--- config.mk ---
export PLATFORM = sky130hd
export DESIGN_NAME = pbc_front
export DESIGN_NICKNAME = d
export VERILOG_FILES = /design/src/design/pbc_pkg.sv /design/src/design/pbc_front.sv
export SDC_FILE = /design/constraint.sdc
export NUM_CORES = 2
export LEC_CHECK = 0
export ABC_CLOCK_PERIOD_IN_PS = 11180
export BUFFER_PORTS_ARGS = -buffer_cell sky130_fd_sc_hd__clkbuf_2
export CORE_MARGIN = 2
export CORE_UTILIZATION = 50
export DETAILED_ROUTE_END_ITERATION = 6
export PLACE_DENSITY = 0.68
export SYNTH_ARGS = -nofsm -noshare
export SYNTH_HDL_FRONTEND = slang
export SYNTH_SLANG_ARGS = --single-unit
--- constraint.sdc ---
create_clock -name clk -period 11.18 [get_ports clk]
set_input_delay 0.559 -clock clk [delete_from_list [all_inputs] [get_ports clk]]
set_output_delay 0.559 -clock clk [all_outputs]
set_load 0.005 [all_outputs]
--- src/design/pbc_pkg.sv ---
// Shared widths, constants and the queued job type for the point-biserial correlation core.
package pbc_pkg;

	localparam int SAMPLE_W          = 24;
	localparam int SUM_W             = 40;
	localparam int CNT_W             = 25;
	localparam int SQ_W              = 64;
	localparam int CORR_W            = 17;
	localparam int Y_W               = 16;
	localparam int K_W               = 4;
	localparam int DIFF_W            = 66;
	localparam int NN_W              = 2 * CNT_W + 2;
	localparam int PROD_W            = 200;
	localparam int QUEUE_DEPTH       = 2;
	localparam int DEF_MAX_SAMPLES   = 65536;
	localparam int DEF_FRACTION_BITS = 16;

	localparam logic [CORR_W-1:0] CORR_ONE  = CORR_W'(1) << Y_W;
	localparam logic [CORR_W-1:0] CORR_ZERO = '0;

	typedef struct packed {
		logic [SUM_W-1:0] zero_sum;
		logic [SUM_W-1:0] one_sum;
		logic [CNT_W-1:0] zero_count;
		logic [CNT_W-1:0] one_count;
		logic [SQ_W-1:0]  sq_sum;
	} job_t;

endpackage

--- src/design/pbc_front.sv ---
// Front end: sample intake, per-class accumulation and column hand-off.
module pbc_front #(
	parameter int MAX_SAMPLES   = pbc_pkg::DEF_MAX_SAMPLES,
	parameter int FRACTION_BITS = pbc_pkg::DEF_FRACTION_BITS
) (
	input  logic                                clk,
	input  logic                                arst_n,
	input  logic signed [pbc_pkg::SAMPLE_W-1:0] sample_value,
	input  logic                                class_label,
	input  logic signed [pbc_pkg::SAMPLE_W-1:0] column_mean,
	input  logic                                last_sample,
	input  logic                                sample_valid,
	output logic                                sample_ready,
	output logic                                push,
	output pbc_pkg::job_t                       push_job,
	input  logic                                q_full
);
	import pbc_pkg::*;

	logic                       valid_s1;
	logic signed [SAMPLE_W-1:0] x_s1;
	logic                       label_s1;
	logic                       last_s1;
	logic [SAMPLE_W:0]          ad_s1;

	logic [SUM_W-1:0] zero_sum_q, one_sum_q;
	logic [CNT_W-1:0] zero_count_q, one_count_q;
	logic [SQ_W-1:0]  sq_sum_q;

	logic signed [SAMPLE_W:0] diff;
	logic [SAMPLE_W:0]        ad;
	logic [2*SAMPLE_W+1:0]    sq;
	logic [CNT_W:0]           n_sum;
	logic                     take;
	logic                     advance;
	logic [SUM_W-1:0]         x_ext;
	job_t                     nxt;

	assign diff = {sample_value[SAMPLE_W-1], sample_value}
		- {column_mean[SAMPLE_W-1], column_mean};
	assign ad   = diff[SAMPLE_W] ? (~diff + 1'b1) : diff;

	assign advance      = valid_s1 && (!last_s1 || !q_full);
	assign sample_ready = !valid_s1 || advance;
	assign push         = advance && last_s1;

	assign sq    = ad_s1 * ad_s1;
	assign n_sum = {1'b0, zero_count_q} + {1'b0, one_count_q};
	assign take  = n_sum < (CNT_W+1)'(MAX_SAMPLES);
	assign x_ext = SUM_W'(x_s1);

	always_comb begin
		nxt.zero_sum   = zero_sum_q;
		nxt.one_sum    = one_sum_q;
		nxt.zero_count = zero_count_q;
		nxt.one_count  = one_count_q;
		nxt.sq_sum     = sq_sum_q;
		if (take) begin
			if (label_s1) begin
				nxt.one_sum   = one_sum_q + x_ext;
				nxt.one_count = one_count_q + 1'b1;
			end else begin
				nxt.zero_sum   = zero_sum_q + x_ext;
				nxt.zero_count = zero_count_q + 1'b1;
			end
			nxt.sq_sum = sq_sum_q + SQ_W'(sq >> FRACTION_BITS);
		end
	end

	assign push_job = nxt;

	always_ff @(posedge clk or negedge arst_n) begin
		if (!arst_n) begin
			valid_s1 <= 1'b0;
		end else if (sample_ready) begin
			valid_s1 <= sample_valid;
		end
	end

	always_ff @(posedge clk) begin
		if (sample_ready && sample_valid) begin
			x_s1     <= sample_value;
			label_s1 <= class_label;
			last_s1  <= last_sample;
			ad_s1    <= ad;
		end
	end

	always_ff @(posedge clk or negedge arst_n) begin
		if (!arst_n) begin
			zero_sum_q   <= '0;
			one_sum_q    <= '0;
			zero_count_q <= '0;
			one_count_q  <= '0;
			sq_sum_q     <= '0;
		end else if (advance) begin
			if (last_s1) begin
				zero_sum_q   <= '0;
				one_sum_q    <= '0;
				zero_count_q <= '0;
				one_count_q  <= '0;
				sq_sum_q     <= '0;
			end else begin
				zero_sum_q   <= nxt.zero_sum;
				one_sum_q    <= nxt.one_sum;
				zero_count_q <= nxt.zero_count;
				one_count_q  <= nxt.one_count;
				sq_sum_q     <= nxt.sq_sum;
			end
		end
	end

endmodule

==> impl_metrics.csv <==
group,metric,value,unit
cells_and_area,ff_latch_area,0.006411,mm²
floorplan,die_y,280.4,µm
sta,finalWorstSetupSlack,485.3,ps
clock_tree,insertion_delay,630,ps
synthesis,synth_cell_types,88,
synthesis,syn_nets,5264,
worst_setup_path,path_class,"flip-flop to output port",
drt,ant_nets,0,
grt,grt_pass1_vias,31080,
grt,grt_pass1_wl,168.7,mm
worst_setup_path,critical_path_required,10620,ps
cells_and_area,nets,5474,
clock_tree,htree_levels,1,
synthesis,yosysSeqAreaShare,0.1679,
cells_and_area,multi_input_area,0.02846,mm²
worst_setup_path,cpMostUsedCell,"fa_1",
sta,hold_viol,0,
synthesis,synth_edf_count,51,
drt,drc,0,
place,gp_congestion,0.9112,
sta,finalCriticalPeriod,10690,ps
sta,slew_headroom,0.3375,
drt,vias,31090,
floorplan,io_pins,250,
synthesis,yosysWarningCount,0,
worst_setup_path,cp.arrival,10140,ps
cells_and_area,fill_cells,7091,
drt,drt-initial-drc-count,2065,
synthesis,async_reset_ff_frac,0.7927,
cells_and_area,syn_to_final_growth,10.22,%
clock_tree,cts.clk_slew.worst_paths,60,ps
synthesis,synthFlopType,"dfrtp_1",
drt,wl,106.3,mm
place,dp.cells,5514,
drt,viasPerCell,5.558,
synthesis,synth_seq_cells,246,
worst_setup_path,cp-start-kind,"flip-flop",
grt,overflow,0,
drt,detailedRoute.firstPassIterationCount,6,
floorplan,dieArea,0.07861,mm²
worst_hold_path,min_path_type,"primary input to flip-flop",
synthesis,avgSynthCellArea,8.722,µm²
sta,setup_viol,0,
clock_tree,clock-sinks,246,
floorplan,std_cell_rows,101,
floorplan,start_util,0.5037,
sta,worst_pin_slew,986.2,ps
clock_tree,cts-root-buf,"clkbuf_16",
worst_setup_path,slowest_delay,620,ps
synthesis,syn_area,0.03819,mm²
cells_and_area,final_cells,5593,
outcome,outcome,"finished clean",
place,io_buffers,249,
worst_setup_path,crit_fanout,19,
cells_and_area,drive_gt1_frac,0.1051,
synthesis,synth_cells,4379,
place,place_ws,170.3,ps
grt,antenna_found_initial,6,
sta,tns,0,ps
floorplan,placeableCoreArea,0.07582,mm²
grt,grt_use_total,0.2704,
clock_tree,tritoncts,"done",
grt,grt_max_degree,73,
sta,drv_slew,0,
sta,fin_crit_sh,0.9566,
place,hpwl,84.99,mm
sta,worst_clock_skew,30.89,ps
floorplan,dieWidth,280.4,µm
worst_setup_path,crit_slowest_cell,"fa_1",
worst_setup_path,crit_path_end_kind,"output port",
sta,max_freq,93.50,MHz
clock_tree,cts_buffers,31,
sta,holdWs,137.5,ps
clock_tree,clock_path_buffers,3,
flow_run,cap_violations,0,
drt,routedWlPerCell,19.01,µm
-- layout make-up --
cell class | instances | share of cell area
Multi-Input combinational cell | 3202 | 0.6760
Inverter | 769 | 0.06857
Clock buffer | 34 | 0.01870
Tap cell | 978 | 0.02907
Clock inverter | 24 | 0.008530
Sequential cell | 246 | 0.1523
Antenna cell | 1 | 0.00005944
Timing Repair Buffer | 339 | 0.04678
-- final timing paths --
path | from | end | slack, ps | cells past startpoint
setup / recovery | ad_s1[12] | push_job[31] | 490 | 35
hold / removal | class_label | label_s1 | 140 | 1
setup reg to reg | ad_s1[12] | sq_sum_q[62] | 1500 | 35
hold reg to reg | one_sum_q[6] | one_sum_q[6] | 510 | 2
max in group asynchronous | arst_n | sq_sum_q[53] | 9240 | 3
min in group asynchronous | arst_n | one_count_q[12] | 540 | 2
-- worst max-delay path: cells and delay by family (launching register included) --
family                     cells  cell delay, ps
AOI/OAI and AO/OA              8            1710
xor gates and xnor gates       2             360
adders and majority gates      9            4480
buffers and inverters          7             710
DFF                            1             570
muxes                          1             280
and+or+nand+nor                8            1390
-- synth_stat cells (all sizes together), types with 22 or more instances --
library cell	number	area, µm²
a21oi	178	890.9
and2	130	813.3
nand4	28	181.4
mux2	31	352.8
o21a	31	232.7
fa	477	9549
dfrtp	195	4880
xor2	97	849.6
mux2i	29	290.3
o31ai	28	224.0
edfxtp	51	1531
nor3	38	205.2
o21bai	22	165.2
o21ai	201	1006
nand3	88	445.4
nand2	555	2083
nor2b	31	193.9
clkbuf	150	564.3
a211oi	23	172.7
xnor2	176	1541
a22o	101	884.6
inv	769	2887
a21o	111	833.3
and3	43	274.0
ha	354	4429
a31oi	33	212.7
nor2	182	683.2
-- cells by family after synthesis --
kind of cell / count (synthesis) / share of synthesized area
AND/OR/NAND/NOR: 1195 / 0.1469
buffers and inverters: 931 / 0.09192
AO/OA/AOI/OAI: 843 / 0.1478
adder cells (fa/ha/maj): 831 / 0.3660
XOR/XNOR: 273 / 0.06260
flip-flops: 246 / 0.1679
multiplexers: 60 / 0.01684
-- routing by layer --
| layer | up-vias | part of all wire | GRT usage |
|---|---|---|---|
| met5 | - | 0.00051 | 0 |
| met4 | 8 | 0.035 | 0.08446 |
| met3 | 160 | 0.057 | 0.03930 |
| met2 | 829 | 0.48 | 0.4515 |
| met1 | 15290 | 0.43 | 0.3631 |
| li1 | 14800 | - | - |
-- placed cells by master (no fill, tap or decap), types with 30 or more instances in the layout --
cell type	instances
xor2_1	97
a22o_1	101
o21a_1	31
mux2_2	30
nand2_1	553
nor2_1	181
a31oi_1	31
dfrtp_1	195
and3_1	41
xnor2_1	176
and2_1	128
o21ai_0	195
buf_4	84
ha_1	354
clkbuf_16	31
inv_1	769
a21oi_1	176
nor2b_1	31
nand3_1	86
a21o_1	111
edfxtp_1	51
clkbuf_2	248
fa_1	477
-- metrics by stage --
step           area, µm²  utilization
2_1_floorplan      38190            -
6_report           42100       0.5552
3_5_place_dp       40650       0.5361
3_3_place_gp       40650       0.5361
5_1_grt            42090       0.5552
4_1_cts            41870       0.5522
-- sequential cells by signal (all words and copies together), names as in the netlist --
signal and count:
sq_sum_q 64, one_sum_q 40, zero_sum_q 40, ad_s1 25, one_count_q 25, zero_count_q 25, x_s1 24, label_s1 1
last_s1 1, valid_s1 1
-- timing repair --
item / CTS / global route
pin swaps: 0 / 2
hold endpoints to repair: 12 / 0
resized for setup: 6 / 22
setup endpoints to repair: 28 / 36
buffers inserted: 4 / 15
hold buffers: 1 / 0
Power is left out: the tool's default activity adds up to more than one toggle a clock period on the data nets, which glitch-free logic cannot reach.
