[src/design/pbc_pkg.sv]
// Shared widths, constants and the queued job type for the point-biserial correlation core.
package pbc_pkg;

	localparam int SAMPLE_W          = 24;
	localparam int SUM_W             = 40;
	localparam int CNT_W             = 25;
	localparam int SQ_W              = 64;
	localparam int CORR_W            = 17;
	localparam int Y_W               = 16;
	localparam int K_W               = 4;
	localparam int DIFF_W            = 66;
	localparam int NN_W              = 2 * CNT_W + 2;
	localparam int PROD_W            = 200;
	localparam int QUEUE_DEPTH       = 2;
	localparam int DEF_MAX_SAMPLES   = 65536;
	localparam int DEF_FRACTION_BITS = 16;

	localparam logic [CORR_W-1:0] CORR_ONE  = CORR_W'(1) << Y_W;
	localparam logic [CORR_W-1:0] CORR_ZERO = '0;

	typedef struct packed {
		logic [SUM_W-1:0] zero_sum;
		logic [SUM_W-1:0] one_sum;
		logic [CNT_W-1:0] zero_count;
		logic [CNT_W-1:0] one_count;
		logic [SQ_W-1:0]  sq_sum;
	} job_t;

endpackage

[src/design/pbc_queue.sv]
// Short queue of finished column totals between front and back end.
module pbc_queue (
	input  logic          clk,
	input  logic          arst_n,
	input  logic          push,
	input  pbc_pkg::job_t push_job,
	output logic          full,
	input  logic          pop,
	output pbc_pkg::job_t pop_job,
	output logic          avail
);
	import pbc_pkg::*;

	localparam int PTR_W = $clog2(QUEUE_DEPTH);
	localparam int CNT_QW = $clog2(QUEUE_DEPTH + 1);

	job_t              mem_q [QUEUE_DEPTH];
	logic [PTR_W-1:0]  wptr_q, rptr_q;
	logic [CNT_QW-1:0] count_q;

	assign full    = count_q == CNT_QW'(QUEUE_DEPTH);
	assign avail   = count_q != '0;
	assign pop_job = mem_q[rptr_q];

	always_ff @(posedge clk) begin
		if (push) begin
			mem_q[wptr_q] <= push_job;
		end
	end

	always_ff @(posedge clk or negedge arst_n) begin
		if (!arst_n) begin
			wptr_q  <= '0;
			rptr_q  <= '0;
			count_q <= '0;
		end else begin
			if (push) begin
				wptr_q <= (wptr_q == PTR_W'(QUEUE_DEPTH - 1)) ? '0 : wptr_q + 1'b1;
			end
			if (pop) begin
				rptr_q <= (rptr_q == PTR_W'(QUEUE_DEPTH - 1)) ? '0 : rptr_q + 1'b1;
			end
			if (push && !pop) begin
				count_q <= count_q + 1'b1;
			end else if (pop && !push) begin
				count_q <= count_q - 1'b1;
			end
		end
	end

	a_no_overflow: assert property (@(posedge clk) disable iff (!arst_n) push |-> !full)
		else $error("push into full queue");
	a_no_underflow: assert property (@(posedge clk) disable iff (!arst_n) pop |-> avail)
		else $error("pop from empty queue");
	a_count_up: assert property (@(posedge clk) disable iff (!arst_n)
		(push && !pop) |=> count_q == $past(count_q) + 1'b1)
		else $error("queue count lost a push");
	a_count_range: assert property (@(posedge clk) disable iff (!arst_n)
		count_q <= CNT_QW'(QUEUE_DEPTH))
		else $error("queue count beyond depth");

endmodule

[config.mk]
export PLATFORM = sky130hd
export DESIGN_NAME = pbc_queue
export DESIGN_NICKNAME = d
export VERILOG_FILES = /design/src/design/pbc_pkg.sv /design/src/design/pbc_queue.sv
export SDC_FILE = /design/constraint.sdc
export NUM_CORES = 1
export LEC_CHECK = 0
export ABC_AREA = 1
export BUFFER_PORTS_ARGS = -buffer_cell sky130_fd_sc_hd__buf_2
export CORE_ASPECT_RATIO = 0.6
export CORE_UTILIZATION = 40
export CTS_CLUSTER_DIAMETER = 150
export CTS_CLUSTER_SIZE = 10
export DETAILED_ROUTE_END_ITERATION = 8
export PLACE_DENSITY_LB_ADDON = 0.15
export SYNTH_ARGS = -nofsm -noshare
export SYNTH_HDL_FRONTEND = slang
export SYNTH_SLANG_ARGS = --single-unit
[constraint.sdc]
create_clock -name clk -period 17.51 [get_ports clk]
set_input_delay 0.8755 -clock clk [delete_from_list [all_inputs] [get_ports clk]]
set_output_delay 0.8755 -clock clk [all_outputs]
set_load 0.02 [all_outputs]
==> results of run 1 <==
==> cell usage after synthesis <==
cell type | instances | area, µm²
sky130_fd_sc_hd__edfxtp_1 | 388 | 11700
sky130_fd_sc_hd__mux2_4 | 150 | 2250
sky130_fd_sc_hd__mux2_2 | 44 | 495
sky130_fd_sc_hd__buf_6 | 18 | 203
sky130_fd_sc_hd__inv_1 | 7 | 26.3
sky130_fd_sc_hd__nand2_1 | 6 | 22.5
sky130_fd_sc_hd__buf_2 | 4 | 20.0
sky130_fd_sc_hd__dfrtp_1 | 4 | 100
sky130_fd_sc_hd__nor2_1 | 2 | 7.51
sky130_fd_sc_hd__xor2_1 | 2 | 17.5
sky130_fd_sc_hd__ha_1 | 1 | 12.5
sky130_fd_sc_hd__nand3_1 | 1 | 5.00
sky130_fd_sc_hd__nand4_1 | 1 | 6.26
sky130_fd_sc_hd__xnor2_1 | 1 | 8.76
==> worst max-delay path, delay by kind of cell (launching register included) <==
kind                   cells  cell delay, ns
multiplexers               1            0.35
flip-flops                 1            0.93
buffers and inverters      3            1.76
==> flip-flops by register name (all words and copies together), names as in the netlist <==
register,flops
count_q,2
mem_q,388
wptr_q,1
rptr_q,1
==> where the power goes <==
group	switching, mW	internal, mW
combinational	0.600	0.453
clock	0.338	0.463
sequential	0.0669	1.25
total	1.00	2.16
==> layer usage <==
layer	global-route usage	part of all wire
met1	0.193	0.43
met2	0.238	0.48
met3	0.0540	0.075
met4	0.0417	0.014
met5	0	0.0013
==> cell type report <==
cell class,count,area (µm²)
Fill cell,3019,18000
Antenna cell,3,7.51
Timing Repair Buffer,400,2020
Clock inverter,4,50.0
Inverter,7,33.8
Clock buffer,55,1160
Tap cell,476,596
Multi-Input combinational cell,208,2840
Sequential cell,392,11800
==> logic make-up after synthesis <==
logic type | after synthesis
xor+xnor | 3
fa+ha+maj | 1
flops | 392
mux | 194
buf+inv | 29
simple gates | 10
==> path summary, 6_finish.rpt <==
check	endpoint	depth (start not counted)	slack, ns	startpoint
max	pop_job[86]	4	12.91	rptr_q
min	rptr_q	1	0.13	arst_n
max reg2reg	mem_q[0][71]	3	14.49	wptr_q
min reg2reg	count_q[1]	2	0.48	count_q[1]
max in group asynchronous	rptr_q	1	17.24	arst_n
min in group clk	count_q[1]	2	0.48	count_q[1]
==> placed cells by master, fill, tap and decap left out, drive strengths merged <==
| cell type | n |
|---|---|
| buf | 400 |
| edfxtp | 388 |
| mux2 | 194 |
| clkbuf | 55 |
| inv | 9 |
| nand2 | 6 |
| dfrtp | 4 |
| diode | 3 |
| xor2 | 2 |
| clkinv | 2 |
| nor2 | 2 |
| xnor2 | 1 |
| nand3 | 1 |
| nand4 | 1 |
| ha | 1 |
==> summary.txt, run 1 <==
Run status
  • Status: finished clean

Routing
  • Final antenna-violating net count: 0
  • Number of vias per cell after detailed routing: 4.63
  • Total routed wirelength: approximately 30000 µm
  • Vias: between 7k and 8k
  • DRC violation count after routing: 0
  • Number of detailed-route iterations in the first pass: 4
  • Wire length per cell: 19.4 µm
  • DRC marker count from the first detailed-route iteration: 365

Finish
  • Post-route design area: between 15000 and 20000 µm²
  • Post-layout util: 0.507
  • Final Net Count: roughly 1.3k
  • Count of non-filler cells in the finished layout: between 1.5k and 2k
  • Area overhead of the layout relative to synthesis: 24.5%
  • Proportion of layout cells with a drive suffix above 1: 0.606

Floorplan
  • Starting density of the core: 0.407
  • Die Area: 37900 µm²
  • Die span in x: 251 µm
  • Die Y: 151 µm
  • Core Footprint: between 30000 and 40000 µm²
  • Top Ports: between 300 and 400
  • Total number of placement rows: 54

Synthesis
  • Post-synthesis register bit count: 392
  • Sequential cell area fraction in the yosys report: 0.793
  • Average cell area after synthesis: approximately 24 µm²
  • Mux cell area share after synthesis: 0.185
  • Synth cell types: 14
  • Post-Synthesis Cell Area: roughly 15000 µm²
  • Compound-gate portion of the synthesized area: 0
  • Synthesized-area fraction occupied by adder cells: 0.000844
  • Post-synthesis xor/xnor area fraction: 0.00177
  • Largest family of logic cells by synthesized area: multiplexers
  • Net count after synthesis: roughly 830
  • Number of instances in the synthesized netlist: 629
  • Number of warnings issued by yosys: 0
  • Simple-gate share of the synthesized area: 0.00278

GRT
  • Via count of the first global-routing pass: 7077
  • Global router's overall resource usage: 0.149
  • Residual overflow from global routing: 0
  • Largest net degree at the start of global routing: approximately 130
  • First-pass GRT wire length: 42400 µm
  • Initial antenna violation count: 6

Clock network
  • Clock tree from TritonCTS: built
  • Clock root buffer: sky130_fd_sc_hd__clkbuf_16
  • Number of buffers between clock root and the deepest sink: 3
  • Clock Sink Count: slightly below 400
  • Post-cts sizing count: 0
  • Number of H-tree levels: 2
  • Hold_buf cts: 0
  • Worst-skew pair later-pin latency: 0.54 ns
  • Number of buffers created by CTS: 45
  • Number of buffers inserted to repair setup after CTS: 0
  • CTS clk-pin slew, worst paths: ~0.060 ns

Timing
  • Share of the clock period used by the worst path: 0.262
  • Time the worst path needs with I/O delays and setup: around 4.6 ns
  • Transition at the pin with the smallest max-transition slack: slightly above 1 ns
  • Finish-stage setup viols: 0
  • Total negative setup slack: 0 ns
  • Highest Clock Rate: roughly 220 MHz
  • Slew HR: 0.323
  • Final hold vios: 0
  • Setup repair after global routing missed its margin: no
  • Tightest hold margin: roughly 0.13 ns
  • Final worst-path setup slack: 12.91 ns
  • Slew Limit Fails: 0
  • Worst clock skew: 0.0195 ns

Placed design
  • Cell area after placement: ~17000 µm²
  • Placed Cells: approximately 1.5k
  • Count of buffers inserted at the top-level ports: 393
  • Pre-CTS setup slack: ~13 ns
  • Weighted congestion at the end of routability-driven global placement: 0.747
  • Post-DP HPWL: between 15000 and 20000 µm

Setup path
  • Critical path's largest stage delay: between 0.9 and 1 ns
  • Slowest library cell on the worst path: sky130_fd_sc_hd__dfrtp_4
  • CP Class: reg2out
  • CP Launch Type: flop
  • CP most frequent cell: sky130_fd_sc_hd__buf_4
  • Worst EP required: ~17 ns
  • Type of element capturing the critical path: output port
  • Highest fanout seen on the critical path: just over 50
  • Cells along the critical path: buf_4, buf_4, mux2_4, buf_2
  • Critical path arrival: 3.72 ns

Pwr
  • Max IR drop VDD: between 0.00009 and 0.0001 V
  • Leakage power of the design: about 7.3 nW
  • Power after layout: approximately 3.2 mW
  • PD cells: between 150 and 200 nW/µm²

Job
  • Max Cap Violations: 0

Hold path
  • Min-Delay Path Class: in2async
Note: power is estimated with default switching activity, not from simulation.
==> run 2, diff against run 1 <==
- clock period: 17.51 -> 3.85 ns (I/O delays scaled with it)
==> run 2 against run 1 <==
  * Count of clock-buffer cells in the layout is 10 higher
  * Hold slack better by 0.24 ns
  * Worst setup slack lost 12 ns
  * Critical path depth fell by 1
  * Register-to-register slack got worse by 12 ns
  * Global-route usage grew 1.3 points
  * Sequential power grew to 4.5 times the previous value
  * First-iteration DRC count is 15% lower
  * Design area increased by 11%
  * Clock skew shrank 0.0056 ns
  * Critical endpoint is now pop_job[105]
==> summary.txt, run 2 (synthesis gave the netlist of run 1 again) <==
Run status
  • Status: finished clean

Pwr
  • Leakage power of the design: 8.21 nW (+12%)
  • Max IR drop VDD: 0.000423 V (+330%)
  • PD cells: 718 nW/µm² (+320%)

Setup path
  • Highest fanout seen on the critical path: 59 (+16%)
  • Worst EP required: 3.66 ns (-12.97 ns)
  • Type of element capturing the critical path: output port
  • Critical path arrival: 2.50 ns (-1.22 ns)
  • CP Class: reg2out
  • CP Launch Type: flop

Finish
  • Final Net Count: 1454 (+16%)
  • Filler cell count: 2869 (-5.0%)
  • Storage cell area: 11800 µm² (unchanged)
  • Most frequent cells in the layout: 393 x sky130_fd_sc_hd__buf_2, 388 x sky130_fd_sc_hd__edfxtp_1, 198 x sky130_fd_sc_hd__dlygate4sd3_1
  • Register bank with the most flops: mem_q
  • Proportion of layout cells with a drive suffix above 1: 0.509 (-0.0970)
  • Leading cell type in the layout, fill and taps excluded: sky130_fd_sc_hd__buf_2
  • Area overhead of the layout relative to synthesis: 38.6%
  • Post-route design area: 20600 µm² (+11%)
  • Number of flip-flops under the largest register name: 388 (unchanged)
  • Multi-input gate area: 2840 µm² (unchanged)
  • Registers with the most flip-flops: mem_q: 388 flops, count_q: 2 flops

Timing
  • Tightest hold margin: 0.370 ns (+0.243 ns)
  • Worst clock skew: 0.0138 ns (-0.00564 ns)
  • Total negative setup slack: 0 ns (unchanged)
  • Finish-stage setup viols: 0 (unchanged)
  • Final hold vios: 0 (unchanged)
  • Time the worst path needs with I/O delays and setup: about 2.7 ns
  • Setup repair after global routing missed its margin: no
  • Slew Limit Fails: 0 (unchanged)
  • Share of the clock period used by the worst path: 0.699
  • Highest Clock Rate: ~370 MHz
  • Slew HR: 0.415 (+0.0925)
  • Transition at the pin with the smallest max-transition slack: 0.878 ns (-0.139 ns)

Floorplan
  • Top Ports: 394 (unchanged)
  • Die Area: 37900 µm² (unchanged)
  • Die span in x: 251 µm (unchanged)
  • Starting density of the core: 0.407 (unchanged)
  • Core Footprint: 36400 µm² (unchanged)
  • Die Y: 151 µm (unchanged)
  • Total number of placement rows: 54 (unchanged)

Routing
  • Detailed-routed wire length on met3: 1970 µm (-12%)
  • Vias: 7950 (+11%)
  • Routed met2 length: 15700 µm (+9.4%)
  • DRC violation count after routing: 0 (unchanged)
  • Highest metal layer with signal wires: met4
  • Total routed wirelength: 31700 µm (+5.9%)
  • Number of detailed-route iterations in the first pass: 4 (unchanged)
  • DRC marker count from the first detailed-route iteration: 311 (-15%)
  • Final antenna-violating net count: 0 (unchanged)
  • Wire length per cell: 18.1 µm (-6.6%)
  • Number of vias per cell after detailed routing: 4.54 (-2.1%)
  • Total routed wire length on the met1 layer: 13500 µm (+4.4%)

GRT
  • Via count of the first global-routing pass: 8190 (+16%)
  • First-pass GRT wire length: 47000 µm (+11%)
  • Initial antenna violation count: 1 (-5)
  • Largest net degree at the start of global routing: 136 (+5.4%)
  • Residual overflow from global routing: 0 (unchanged)
  • Global router's overall resource usage: 0.163 (+0.0135)

Clock network
  • Clock tree from TritonCTS: built
  • Worst-skew pair later-pin latency: 0.53 ns (about the same)
  • Clock Sink Count: 392 (unchanged)
  • CTS clk-pin slew, worst paths: 0.06 ns (about the same)
  • Number of H-tree levels: 2 (unchanged)
  • Clock root buffer: sky130_fd_sc_hd__clkbuf_16
  • Number of buffers created by CTS: 45 (unchanged)
  • Post-cts sizing count: 0 (unchanged)
  • Number of buffers between clock root and the deepest sink: 3 (unchanged)

Placed design
  • Weighted congestion at the end of routability-driven global placement: 0.737 (-1.3%)
  • Post-DP HPWL: 19800 µm (about the same)
  • Count of buffers inserted at the top-level ports: 393 (unchanged)
  • Cell area after placement: 17300 µm² (+0.40%)

Hold path
  • Min-Delay Path Class: in2reg

Job
  • Max Cap Violations: 0 (unchanged)
-- run 2: changes by cell type in the layout (fill, tap and decap cells not counted), moves of 2 or more --
cell                            change
sky130_fd_sc_hd__dlygate4sd3_1    +198
sky130_fd_sc_hd__clkbuf_16          +2
sky130_fd_sc_hd__clkbuf_1           +8
sky130_fd_sc_hd__buf_12             +4
sky130_fd_sc_hd__diode_2            -2
sky130_fd_sc_hd__clkinv_8           -2
-- run 2: routing by layer --
| metal | GRT usage | vias up |
|---|---|---|
| met2 | 0.272 | 221 |
| met4 | 0.0399 | 0 |
| met3 | 0.0485 | 52 |
| li1 | - | 3743 |
| met1 | 0.209 | 3934 |
| met5 | 0 | - |
-- run 2: repair_timing --
action / CTS / global route
setup buffers: 0 / 0
hold buffers: 198 / 0
endpoints found under the hold margin: 394 / 0
-- run 2: critical path, cell delays in order, from the launching register on --
cell and delay, ns:
sky130_fd_sc_hd__dfrtp_4 0.89, sky130_fd_sc_hd__buf_12 0.42, sky130_fd_sc_hd__mux2_4 0.34, sky130_fd_sc_hd__buf_2 0.16
-- run 2: final timing paths --
kind / endpoint / slack, ns / depth (start not counted) / start
max in group asynchronous: rptr_q / 3.08 / 3 / arst_n
min in group asynchronous: count_q[0] / 0.57 / 3 / arst_n
worst max-delay path: pop_job[105] / 1.16 / 3 / rptr_q
worst max register to register: mem_q[1][45] / 2.16 / 3 / wptr_q
worst min register to register: count_q[1] / 0.47 / 2 / count_q[1]
worst min-delay path: mem_q[0][82] / 0.37 / 2 / push_job[82]
-- run 2: layout make-up --
class                   count  share of cell area
diodes                      1            0.000122
clock buffers              65              0.0605
clock inverters             2            0.000852
inverters                   7             0.00146
multi-input cells         208               0.138
flip-flops and latches    392               0.572
well taps                 476              0.0290
repair buffers            601               0.198
-- run 2: report_power, final --
part,switching (mW),total (mW),leakage [nW],internal [mW]
clock,1.54,3.75,0.610,2.21
sequential,0.290,5.97,3.69,5.68
combinational,2.81,5.04,3.91,2.22
-- run 2: through the flow --
stage | total power [mW] | utilization | instances | worst slack, ns
CTS | 15.0 | 0.564 | 1751 | 1.09
global route | 15.4 | 0.564 | 1752 | 1.04
finish | 14.8 | 0.564 | 1752 | 1.16
detailed placement | 11.0 | 0.475 | 1486 | 1.69
floorplan | 9.66 | - | 629 | 0.0573
global placement | 11.0 | 0.475 | 1486 | 1.70
